File: config.mk
export PLATFORM = sky130hd
export DESIGN_NAME = sensor_command_parser_top
export DESIGN_NICKNAME = d
export VERILOG_FILES = /design/src/rtl/core/scp_pkg.sv /design/src/rtl/core/scp_decode.sv /design/src/rtl/core/sensor_command_parser_top.sv
export SDC_FILE = /design/constraint.sdc
export NUM_CORES = 1
export LEC_CHECK = 0
export BUFFER_PORTS_ARGS = -buffer_cell sky130_fd_sc_hd__buf_2
export CAP_MARGIN = 10
export CORE_MARGIN = 3
export CORE_UTILIZATION = 55
export CTS_CLUSTER_DIAMETER = 40
export CTS_CLUSTER_SIZE = 20
export DETAILED_ROUTE_END_ITERATION = 12
export GPL_ROUTABILITY_DRIVEN = 0
export PLACE_DENSITY = 0.8
export SYNTH_ARGS = -nofsm -noshare
export SYNTH_HDL_FRONTEND = slang
export SYNTH_HIERARCHICAL = 1
export SYNTH_SLANG_ARGS = --single-unit
File: constraint.sdc
create_clock -name clock -period 14 [get_ports clock]
set_input_delay 0 -clock clock [delete_from_list [all_inputs] [get_ports clock]]
set_output_delay 0 -clock clock [all_outputs]
set_load 0.02 [all_outputs]
File: src/rtl/core/scp_pkg.sv
// Shared definitions for the sensor command parser.
// Command kinds, command text tables, message state type and limits.
// No dependencies.
`timescale 1ns / 1ps

package scp_pkg;

   localparam int unsigned MAX_MSG_LEN_DEF = 1024;
   localparam int unsigned NUM_CMDS        = 6;
   localparam int unsigned PERIOD_MAX      = 3600;
   localparam int unsigned ACC_SAT         = 4095;
   localparam logic [11:0] PERIOD_RESET    = 12'd3;

   typedef enum logic [2:0] {
      KIND_OFF     = 3'd0,
      KIND_START   = 3'd1,
      KIND_STOP    = 3'd2,
      KIND_PERIOD  = 3'd3,
      KIND_SCALE   = 3'd4,
      KIND_DISPLAY = 3'd5,
      KIND_BAD     = 3'd6
   } kind_type;

   localparam logic [7:0] CHR_F     = 8'h46;
   localparam logic [7:0] CHR_C     = 8'h43;
   localparam logic [7:0] CHR_Y     = 8'h59;
   localparam logic [7:0] CHR_N     = 8'h4E;
   localparam logic [7:0] CHR_ZERO  = 8'h30;
   localparam logic [7:0] CHR_NINE  = 8'h39;

   // Command text, one row per kind, padded with zero.
   localparam logic [7:0] PAT [NUM_CMDS][8] = '{
      '{8'h4F, 8'h46, 8'h46, 8'h00, 8'h00, 8'h00, 8'h00, 8'h00},  // OFF
      '{8'h53, 8'h54, 8'h41, 8'h52, 8'h54, 8'h00, 8'h00, 8'h00},  // START
      '{8'h53, 8'h54, 8'h4F, 8'h50, 8'h00, 8'h00, 8'h00, 8'h00},  // STOP
      '{8'h50, 8'h45, 8'h52, 8'h49, 8'h4F, 8'h44, 8'h3D, 8'h00},  // PERIOD=
      '{8'h53, 8'h43, 8'h41, 8'h4C, 8'h45, 8'h3D, 8'h00, 8'h00},  // SCALE=
      '{8'h44, 8'h49, 8'h53, 8'h50, 8'h20, 8'h00, 8'h00, 8'h00}   // DISP
   };
   localparam int unsigned PAT_LEN [NUM_CMDS] = '{3, 5, 4, 7, 6, 5};
   // Bit per kind: text must match the whole message.
   localparam logic [NUM_CMDS-1:0] PAT_EXACT = 6'b000111;

   typedef struct packed {
      logic [NUM_CMDS-1:0] cands;
      logic [11:0]         accum;
      logic                digits_ok;
      logic [7:0]          opt_char;
   } msg_state_type;

   localparam msg_state_type MSG_CLEAR = '{
      cands:     {NUM_CMDS{1'b1}},
      accum:     12'd0,
      digits_ok: 1'b1,
      opt_char:  8'h00
   };

   typedef struct packed {
      kind_type kind;
      logic     ok;
      logic     opt_val;   // C for scale, Y for display
   } decision_type;

endpackage

File: src/rtl/core/scp_decode.sv
// Per-beat matcher for the sensor command parser.
// Narrows the command candidates, collects digits and option letter,
// and decides the command on the last beat. Uses scp_pkg.
`timescale 1ns / 1ps

module scp_decode
   import scp_pkg::*;
#(
   parameter int unsigned MAX_MSG_LEN = MAX_MSG_LEN_DEF,
   localparam int unsigned POS_W      = $clog2(MAX_MSG_LEN + 1)
) (
   input  logic [7:0]     msg_byte,
   input  logic [POS_W-1:0] pos,
   input  msg_state_type  cur,
   output logic [POS_W-1:0] pos_nxt,
   output msg_state_type  nxt,
   output decision_type   dec
);

   logic        overlong;
   logic        is_digit;
   logic [15:0] acc_sum;
   logic        found;

   assign overlong = (pos == POS_W'(MAX_MSG_LEN));
   assign is_digit = (msg_byte >= CHR_ZERO) && (msg_byte <= CHR_NINE);
   assign acc_sum  = {4'd0, cur.accum} * 16'd10 + {12'd0, msg_byte[3:0]};

   always_comb begin
      nxt     = cur;
      pos_nxt = pos;
      if (!overlong) begin
         for (int i = 0; i < NUM_CMDS; i++) begin
            if (pos < POS_W'(PAT_LEN[i])) begin
               if (msg_byte != PAT[i][pos[2:0]]) begin
                  nxt.cands[i] = 1'b0;
               end
            end else if (PAT_EXACT[i]) begin
               nxt.cands[i] = 1'b0;
            end
         end
         if (pos == POS_W'(5) && nxt.cands[KIND_DISPLAY]) begin
            nxt.opt_char = msg_byte;
         end
         if (pos == POS_W'(6) && nxt.cands[KIND_SCALE]) begin
            nxt.opt_char = msg_byte;
         end
         if (pos >= POS_W'(7) && nxt.cands[KIND_PERIOD]) begin
            if (is_digit) begin
               nxt.accum = (acc_sum > 16'(ACC_SAT)) ? 12'(ACC_SAT) : acc_sum[11:0];
            end else begin
               nxt.digits_ok = 1'b0;
            end
         end
         pos_nxt = pos + POS_W'(1);
      end
   end

   always_comb begin
      dec   = '{kind: KIND_BAD, ok: 1'b0, opt_val: 1'b0};
      found = 1'b0;
      if (!overlong) begin
         // first surviving candidate whose length fits wins
         for (int i = 0; i < NUM_CMDS; i++) begin
            if (!found && nxt.cands[i] &&
                (PAT_EXACT[i] ? (pos == POS_W'(PAT_LEN[i] - 1))
                              : (pos >= POS_W'(PAT_LEN[i] - 1)))) begin
               found    = 1'b1;
               dec.kind = kind_type'(3'(i));
            end
         end
      end
      case (dec.kind)
         KIND_OFF, KIND_START, KIND_STOP: begin
            dec.ok = 1'b1;
         end
         KIND_PERIOD: begin
            dec.ok = nxt.digits_ok && (nxt.accum != 12'd0) &&
                     (nxt.accum <= 12'(PERIOD_MAX));
         end
         KIND_SCALE: begin
            dec.ok      = (pos == POS_W'(6)) &&
                          (nxt.opt_char == CHR_F || nxt.opt_char == CHR_C);
            dec.opt_val = (nxt.opt_char == CHR_C);
         end
         KIND_DISPLAY: begin
            dec.ok      = (pos == POS_W'(5)) &&
                          (nxt.opt_char == CHR_Y || nxt.opt_char == CHR_N);
            dec.opt_val = (nxt.opt_char == CHR_Y);
         end
         default: begin
            dec.ok = 1'b0;
         end
      endcase
   end

endmodule

File: src/rtl/core/sensor_command_parser_top.sv
// Top level of the sensor command parser: handshakes, settings registers.
// Instantiates scp_decode; uses scp_pkg.
`timescale 1ns / 1ps

// Takes one message byte per cycle on the req_ channel while req_stall is
// low, and returns one response per message, on the beat flagged
// req_msg_last, with the command kind, whether it was applied, and the
// settings after it. Throughput is one beat per clock unless a last beat is
// held: a beat passes from the input register through the decode logic to
// the response register. Beats that end no message never wait on rsp_stall; a
// last beat waits only while the response register is full and stalled.
// After an OFF command every later beat is taken and dropped until reset.
module sensor_command_parser_top
   import scp_pkg::*;
#(
   parameter int unsigned MAX_MSG_LEN = MAX_MSG_LEN_DEF
) (
   input  logic        clock,
   input  logic        reset,
   input  logic        req_valid,
   output logic        req_stall,
   input  logic [7:0]  req_msg_byte,
   input  logic        req_msg_last,
   output logic        rsp_valid,
   input  logic        rsp_stall,
   output logic [2:0]  rsp_cmd_kind,
   output logic        rsp_accepted,
   output logic [11:0] rsp_period_secs,
   output logic        rsp_scale_celsius,
   output logic        rsp_display_on,
   output logic        rsp_sending,
   output logic        rsp_powered_off
);

   localparam int unsigned POS_W = $clog2(MAX_MSG_LEN + 1);

   logic               in_valid_ff;
   logic [7:0]         in_byte_ff;
   logic               in_last_ff;
   logic [POS_W-1:0]   pos_ff, pos_in, pos_dec;
   msg_state_type      msg_ff, msg_in, msg_dec;
   decision_type       dec;
   logic [11:0]        period_ff, period_in;
   logic               celsius_ff, celsius_in;
   logic               display_ff, display_in;
   logic               sending_ff, sending_in;
   logic               off_ff, off_in;
   logic               rsp_valid_ff;
   logic [2:0]         kind_ff;
   logic               ok_ff;
   logic [11:0]        rsp_period_ff;
   logic               rsp_celsius_ff, rsp_display_ff, rsp_sending_ff, rsp_off_ff;
   logic               advance;
   logic               emit;

   scp_decode #(.MAX_MSG_LEN(MAX_MSG_LEN)) u_decode (
      .msg_byte (in_byte_ff),
      .pos      (pos_ff),
      .cur      (msg_ff),
      .pos_nxt  (pos_dec),
      .nxt      (msg_dec),
      .dec      (dec)
   );

   assign advance = in_valid_ff &&
                    (!in_last_ff || off_ff || !rsp_valid_ff || !rsp_stall);
   assign emit    = advance && in_last_ff && !off_ff;
   assign req_stall = in_valid_ff && !advance;

   always_comb begin
      pos_in     = pos_ff;
      msg_in     = msg_ff;
      period_in  = period_ff;
      celsius_in = celsius_ff;
      display_in = display_ff;
      sending_in = sending_ff;
      off_in     = off_ff;
      if (advance && !off_ff) begin
         if (in_last_ff) begin
            pos_in = '0;
            msg_in = MSG_CLEAR;
            if (dec.ok) begin
               case (dec.kind)
                  KIND_OFF:     off_in     = 1'b1;
                  KIND_START:   sending_in = 1'b1;
                  KIND_STOP:    sending_in = 1'b0;
                  KIND_PERIOD:  period_in  = msg_dec.accum;
                  KIND_SCALE:   celsius_in = dec.opt_val;
                  KIND_DISPLAY: display_in = dec.opt_val;
                  default:      off_in     = off_ff;
               endcase
            end
         end else begin
            pos_in = pos_dec;
            msg_in = msg_dec;
         end
      end
   end

   always_ff @(posedge clock) begin
      if (reset) begin
         in_valid_ff  <= 1'b0;
         pos_ff       <= '0;
         msg_ff       <= MSG_CLEAR;
         period_ff    <= PERIOD_RESET;
         celsius_ff   <= 1'b0;
         display_ff   <= 1'b1;
         sending_ff   <= 1'b1;
         off_ff       <= 1'b0;
         rsp_valid_ff <= 1'b0;
      end else begin
         if (req_valid && !req_stall) begin
            in_valid_ff <= 1'b1;
         end else if (advance) begin
            in_valid_ff <= 1'b0;
         end
         pos_ff     <= pos_in;
         msg_ff     <= msg_in;
         period_ff  <= period_in;
         celsius_ff <= celsius_in;
         display_ff <= display_in;
         sending_ff <= sending_in;
         off_ff     <= off_in;
         if (emit) begin
            rsp_valid_ff <= 1'b1;
         end else if (!rsp_stall) begin
            rsp_valid_ff <= 1'b0;
         end
      end
   end

   // payload registers: hold unless a new beat loads them
   always_ff @(posedge clock) begin
      if (req_valid && !req_stall) begin
         in_byte_ff <= req_msg_byte;
         in_last_ff <= req_msg_last;
      end
      if (emit) begin
         kind_ff        <= dec.kind;
         ok_ff          <= dec.ok;
         rsp_period_ff  <= period_in;
         rsp_celsius_ff <= celsius_in;
         rsp_display_ff <= display_in;
         rsp_sending_ff <= sending_in;
         rsp_off_ff     <= off_in;
      end
   end

   assign rsp_valid         = rsp_valid_ff;
   assign rsp_cmd_kind      = kind_ff;
   assign rsp_accepted      = ok_ff;
   assign rsp_period_secs   = rsp_period_ff;
   assign rsp_scale_celsius = rsp_celsius_ff;
   assign rsp_display_on    = rsp_display_ff;
   assign rsp_sending       = rsp_sending_ff;
   assign rsp_powered_off   = rsp_off_ff;

   a_off_sticky: assert property (@(posedge clock) disable iff (reset)
      off_ff |=> off_ff)
      else $error("power-off flag cleared without reset");

   a_no_rsp_after_off: assert property (@(posedge clock) disable iff (reset)
      off_ff && !rsp_valid_ff |=> !rsp_valid_ff)
      else $error("response issued after power-off");

   a_period_range: assert property (@(posedge clock) disable iff (reset)
      period_ff != 12'd0 && period_ff <= 12'(PERIOD_MAX))
      else $error("period setting out of range");

   a_bad_not_ok: assert property (@(posedge clock) disable iff (reset)
      rsp_valid_ff && kind_ff == KIND_BAD |-> !ok_ff)
      else $error("unrecognized command reported as accepted");

   a_pos_bound: assert property (@(posedge clock) disable iff (reset)
      pos_ff <= POS_W'(MAX_MSG_LEN))
      else $error("byte position past saturation");

endmodule

# Yosys cells after proc, flatten, opt, wreduce, memory -nomap -nowiden
# Memories as Yosys holds them, arrays and structs flattened.
# Index checks and enable logic that the tools add are counted.
dict set report word_totals {
  regBits 85
  mem_bits_ro 384
  in_bits 13
  output_inout_bits 22
  word_cells 194
  memories 6
}
dict set report classes {
  addsub 2
  mul 1
  magnitude_cmp 14
  n_eq_ne 23
  n_mux 80
  bitwise 1
  reduce_logical 46
}
# memory depth word_bits rd rd_clocked_by_memory_dff wr line_no
set mem_list {}
lappend mem_list {{(no name shown)} 8 8 1 0 0 scp_decode.sv:35} ;# if (msg_byte != PAT[i][pos[2:0]]) begin
lappend mem_list {{(no name shown)} 8 8 1 0 0 scp_decode.sv:35}
lappend mem_list {{(no name shown)} 8 8 1 0 0 scp_decode.sv:35}
lappend mem_list {{(no name shown)} 8 8 1 0 0 scp_decode.sv:35}
lappend mem_list {{(no name shown)} 8 8 1 0 0 scp_decode.sv:35}
lappend mem_list {{(no name shown)} 8 8 1 0 0 scp_decode.sv:35}
# op n
set op_table {}
lappend op_table {{8-bit 2-to-1 mux} 14}
lappend op_table {{12-bit 2-to-1 mux} 6}
lappend op_table {{27-bit 2-to-1 mux} 2}
lappend op_table {{8-bit inequality test} 6}
lappend op_table {{1-bit 2-to-1 mux} 46}
lappend op_table {{11-bit by 3-bit >= comparator with 1-bit output (second input constant)} 4}
lappend op_table {{11-bit by 3-bit < comparator with 1-bit output (second input constant)} 4}
lappend op_table {{11-bit by 3-bit == test with 1-bit output (second input constant)} 3}
lappend op_table {{8-bit by 7-bit == test with 1-bit output (second input constant)} 4}
lappend op_table {{1-bit logical AND} 25}
lappend op_table {{11-bit by 2-bit == test with 1-bit output (second input constant)} 2}
lappend op_table {{11-bit 2-to-1 mux} 2}
lappend op_table {{3-bit 2-to-1 mux} 7}
lappend op_table {{16-bit by 4-bit adder with 16-bit output} 1}
lappend op_table {{16-bit by 12-bit greater-than comparator with 1-bit output (second input constant)} 1}
lappend op_table {{12-bit by 3-bit multiplier with 15-bit output (second input constant)} 1}
lappend op_table {{13-bit 2-to-1 mux} 1}
lappend op_table {{12-bit <= comparator (second input constant)} 1}
lappend op_table {{12-bit nonzero test} 1}
lappend op_table {{11-bit by 1-bit adder with 11-bit output (second input constant)} 1}
lappend op_table {{11-bit == test (second input constant)} 1}
lappend op_table {{1-bit logical NOT} 11}
lappend op_table {{11-bit by 2-bit < comparator with 1-bit output (second input constant)} 1}
lappend op_table {{8-bit by 6-bit >= comparator with 1-bit output (second input constant)} 1}
lappend op_table {{15 further kinds} 21}

# Logic depth before layout (Yosys ltp)
dict set report logic_depth {
  word_depth 46
  mapped_depth 19
  depth_no_buf 16
}

# By module
# The synthesis kept the hierarchy.
# module n_inst cells_per_inst area_per_inst_um2 seq_area_each_um2
set by_module_without_submodules {}
lappend by_module_without_submodules {sensor_command_parser_top 1 309 3347.0 1991.9}
lappend by_module_without_submodules {scp_decode 1 402 2921.6 0.0}

# Least setup slack after synthesis
# OpenSTA, ideal clock, no wires.
dict set report synth_path {
  kind {flip-flop to flip-flop}
  from {register msg_ff[10] (netlist bit)}
  to {register rsp_period_ff[0], in the netlist rsp_period_secs[0], data pin}
  setup_time_ns 0.262
  t_arrival_ns 4.549
  required_time_ns 13.738
  slack_ns 9.189
  path_stages_with_launch 19
  path_buffers 2
  synth_period_minus_slack_ns 4.811
  cell_sequence {dfxtp_1 > ha_1 > ha_1 > fa_1 > a211oi_1 > nor2_1 > o311ai_1 > o2111a_1 > mux2_4 > nand3_4 > buf_6 > nor3b_2 > o211ai_1 > o41ai_2 > a211oi_2 > nand4b_1 > nor4_4 > buf_6 > mux2_1}
}
# item line_no
set synth_lines {}
lappend synth_lines {{start, declared} sensor_command_parser_top.sv:41} ;# msg_state_type msg_ff, msg_in, msg_dec;
lappend synth_lines {{start signal, assigned} sensor_command_parser_top.sv:118} ;# msg_ff <= msg_in;
lappend synth_lines {{end signal, assigned} sensor_command_parser_top.sv:141} ;# rsp_period_ff <= period_in;
lappend synth_lines {{end, declared} sensor_command_parser_top.sv:51} ;# logic [11:0] rsp_period_ff;

==> results.md <==
* Outcome: finished, final reports clean
* Least-Margin Pin Slew at 1140 ps
* P_sw at 143 µW
* Clock Skew at 9.70 ps
* Post-synth EDFFs at 29
* Fillers at 917
* RSZ-0062 raised after global routing: no
* First-pass GRT wire length at 25.7 mm
* DR iter-0 viols at 562
* Chip width at 113 µm
* Layout cell share with drive strength beyond 1 at 12.9%
* Number of setup violations in the final report at 0
* Net Sw Frac at 26.3%
* WL/cell at 18.2 µm
* CP Class: register to register
* Yosys warning total at 6
* Drt pass-1 iters at 5
* Fin Setup TNS at 0 ps
* Register area at 1990 µm²
* Initial antenna violation count at 0
* Leak at 0.00258 µW
* CP required at 14100 ps
* Top FF cell, synth: dfxtp_1
* Routed vias at 5646
* Fin. Hold Viols at 0
* Netlist cell types at 86
* Most common cell in the netlist: o21ai_0
* GR Util met1 at 28.8%
* Root buf cell: clkbuf_16
* Core Util, Final at 61.9%
* Synth Register Bits at 85
* Yosys top cell area share at 17.9%
* DR vias/cell at 6.52
* Average cell area after synthesis at 8.82 µm²
* Clock Latency Late Sink at 350 ps
* Final worst path period need at 5790 ps
* Most Crowded Layer GR: met2
* CP Cell Sequence: inv_1 > ha_1 > o32a_1 > a2111o_1 > nor2_1 > o211ai_1 > a211oi_2 > mux2_2 > o31ai_1 > a21oi_1 > a211oi_2 > nand4b_1 > nor4_4 > buf_4 > mux2_2
* Area of the mapped netlist at 6270 µm²
* Port-buffer cells at 34
* Sequential Power Share at 49.3%
* H-tree Lvls at 3
* Pwr/cell area at 80.0 nW/µm²
* Slew headroom at 23.7%
* Top area cells in the synthesized netlist: dfxtp_1 (18%), edfxtp_1 (14%), ha_1 (6.0%)
* Final wirelength at 15.8 mm
* Yosys top cell by area: dfxtp_1
* Critical Path Max Stage Delay at 980 ps
* TritonCTS Buffers at 9
* FFs w/ async S/R, synth at 0%
* Fin crit share at 41.3%
* Worst VDD drop at 0.0815 mV
* Crit path max fanout at 24
* FP Rows at 38
* Diode count at 0
* Max-cap viol count at 0
* Critical Path Start Type: register
* Drc violations at 0
* Post-synth top cells: o21ai_0 (58), dfxtp_1 (56), nand2_1 (56)
* Setup Buffers After CTS at 0
* Met3 capacity usage during global routing at 4.60%
* Die H at 113 µm
* Area delta synth->final at 8.46%
* DP Wirelength at 11.0 mm
* CTS clk-pin slew, worst paths at 70 ps
* Crit. End Element: register
* Slowest cell on crit path: a211oi_2
* CTS sink cnt at 85
* Hold Path Class: input port to register
* I/O pins at 35
* Clk pwr share at 43.4%
* Full die area at 12700 µm²
* Comb power frac at 7.3%
* Grt ovf at 0
* Vias in the first global route at 5493
* CTS tree: built
* Nets at 766
* Mapped Nets at 756
* Maximum root-to-sink buffer count at 2
* Starting Density at 57.1%
* Syn Inst Count at 711
* Antenna Violating Nets Remaining at 0
* Gr usage total at 24.5%
* Global Route met2 Usage at 42.0%
* Slew Viols, Final at 0
* Area of the multi-input gates at 3990 µm²
* Sequential-to-total area share from yosys stat at 31.8%
* Largest net degree at the start of global routing at 46
* Worst endpoint data arrival time at 5880 ps
* Internal power at 401 µW
* Max Freq at 173 MHz
* Core Area at 11000 µm²
path summary, 6_finish.rpt:
path	endpoint	depth (start not counted)	from	slack, ps
max	rsp_period_secs[7]$_DFFE_PP_	15	pos_ff[0]$_SDFFE_PP0N_	8210
min reg2reg	period_ff[9]$_SDFF_PP0_	2	period_ff[9]$_SDFF_PP0_	460
max reg2reg	rsp_period_secs[7]$_DFFE_PP_	15	pos_ff[0]$_SDFFE_PP0N_	8210
min	rsp_powered_off$_DFFE_PP_	3	rsp_stall	200
per-stage QoR:
step	std cells	area, µm²	hold slack, ps	total power (µW)	setup WS (ps)
final	866	6800	196	544	8210
after detailed placement	840	6400	179	310	8370
after global placement	840	6400	176	308	8580
after global routing	866	6800	193	560	7930
after CTS	866	6800	175	546	8310
after floorplan	711	6270	98.9	300	9190
critical path, delay by kind of cell (launching register included):
family                     cells  cell delay [ps]
AOI/OAI and AO/OA              7             2530
muxes                          2              790
DFF                            1              610
and+or+nand+nor                3              580
buffers and inverters          2              580
adders and majority gates      1              420
flip-flops by register name, summed over array words and instances, names as in the netlist, 3 cells and up:
| name | flops |
|---|---|
| msg_ff | 27 |
| period_ff | 12 |
| rsp_period_secs | 12 |
| pos_ff | 11 |
| in_byte_ff | 8 |
| rsp_cmd_kind | 3 |
per-layer routing:
| metal | wire length [µm] | up-vias |
|---|---|---|
| met5 | 0 | - |
| met3 | 1050 | 69 |
| met2 | 7580 | 285 |
| li1 | - | 2655 |
| met1 | 6410 | 2637 |
| met4 | 740 | 0 |
layout make-up:
type                            instances  area share [%]
Clock inverter                          7            1.05
Clock buffer                            9            3.31
Multi-Input combinational cell        564            58.6
Timing Repair Buffer                   48            4.42
Inverter                               13           0.718
Tap cell                              140            2.58
Sequential cell                        85            29.3
cells in the final DEF, fill, tap and decap left out, drive strengths merged, types with 5 or more instances in the layout:
master	netlist	final
and2	8	8
edfxtp	29	29
clkbuf	27	9
nand3	17	17
mux2	24	24
nor3	17	17
mux2i	20	20
nor4b	5	5
a21o	7	7
o22a	6	6
buf	22	38
nand2	56	56
o21a	7	7
xor2	14	14
a21oi	53	53
dfxtp	56	56
nor4	11	11
nand4	7	7
nor2	45	45
dlygate4sd3	0	10
nand3b	34	34
or3	5	5
nor2b	9	9
ha	30	30
nand2b	10	10
or2	7	7
a211oi	6	6
xnor2	22	22
o21ai	62	62
inv	13	18
and3	14	14
repair_timing:
action / CTS / global route
endpoints found under the hold margin: 10 / 0
hold buffers: 10 / 0
gates resized for setup: 0 / 0
endpoints found under the setup margin: 0 / 0
power by group through the flow:
stage / Clock (µW) / Sequential, µW / Combinational [µW]
2_1_floorplan: 0 / 269 / 30.6
3_3_place_gp: 0 / 273 / 35.7
3_5_place_dp: 0 / 273 / 36.9
4_1_cts: 240 / 268 / 39.1
5_1_grt: 249 / 269 / 43.1
6_report: 236 / 268 / 39.9
cells by family (layout without fill, tap and decap cells):
group                      count (synthesis)  after routing  share of synthesized area [%]
xor gates and xnor gates                  36             36                           5.03
adders and majority gates                 32             32                           6.63
AOI/OAI and AO/OA                        193            193                           19.9
and+or+nand+nor                          259            259                           24.3
muxes                                     44             44                           7.62
DFF                                       85             85                           31.8
buffers and inverters                     62             77                           4.67
Power figures use the tool's default switching activity.
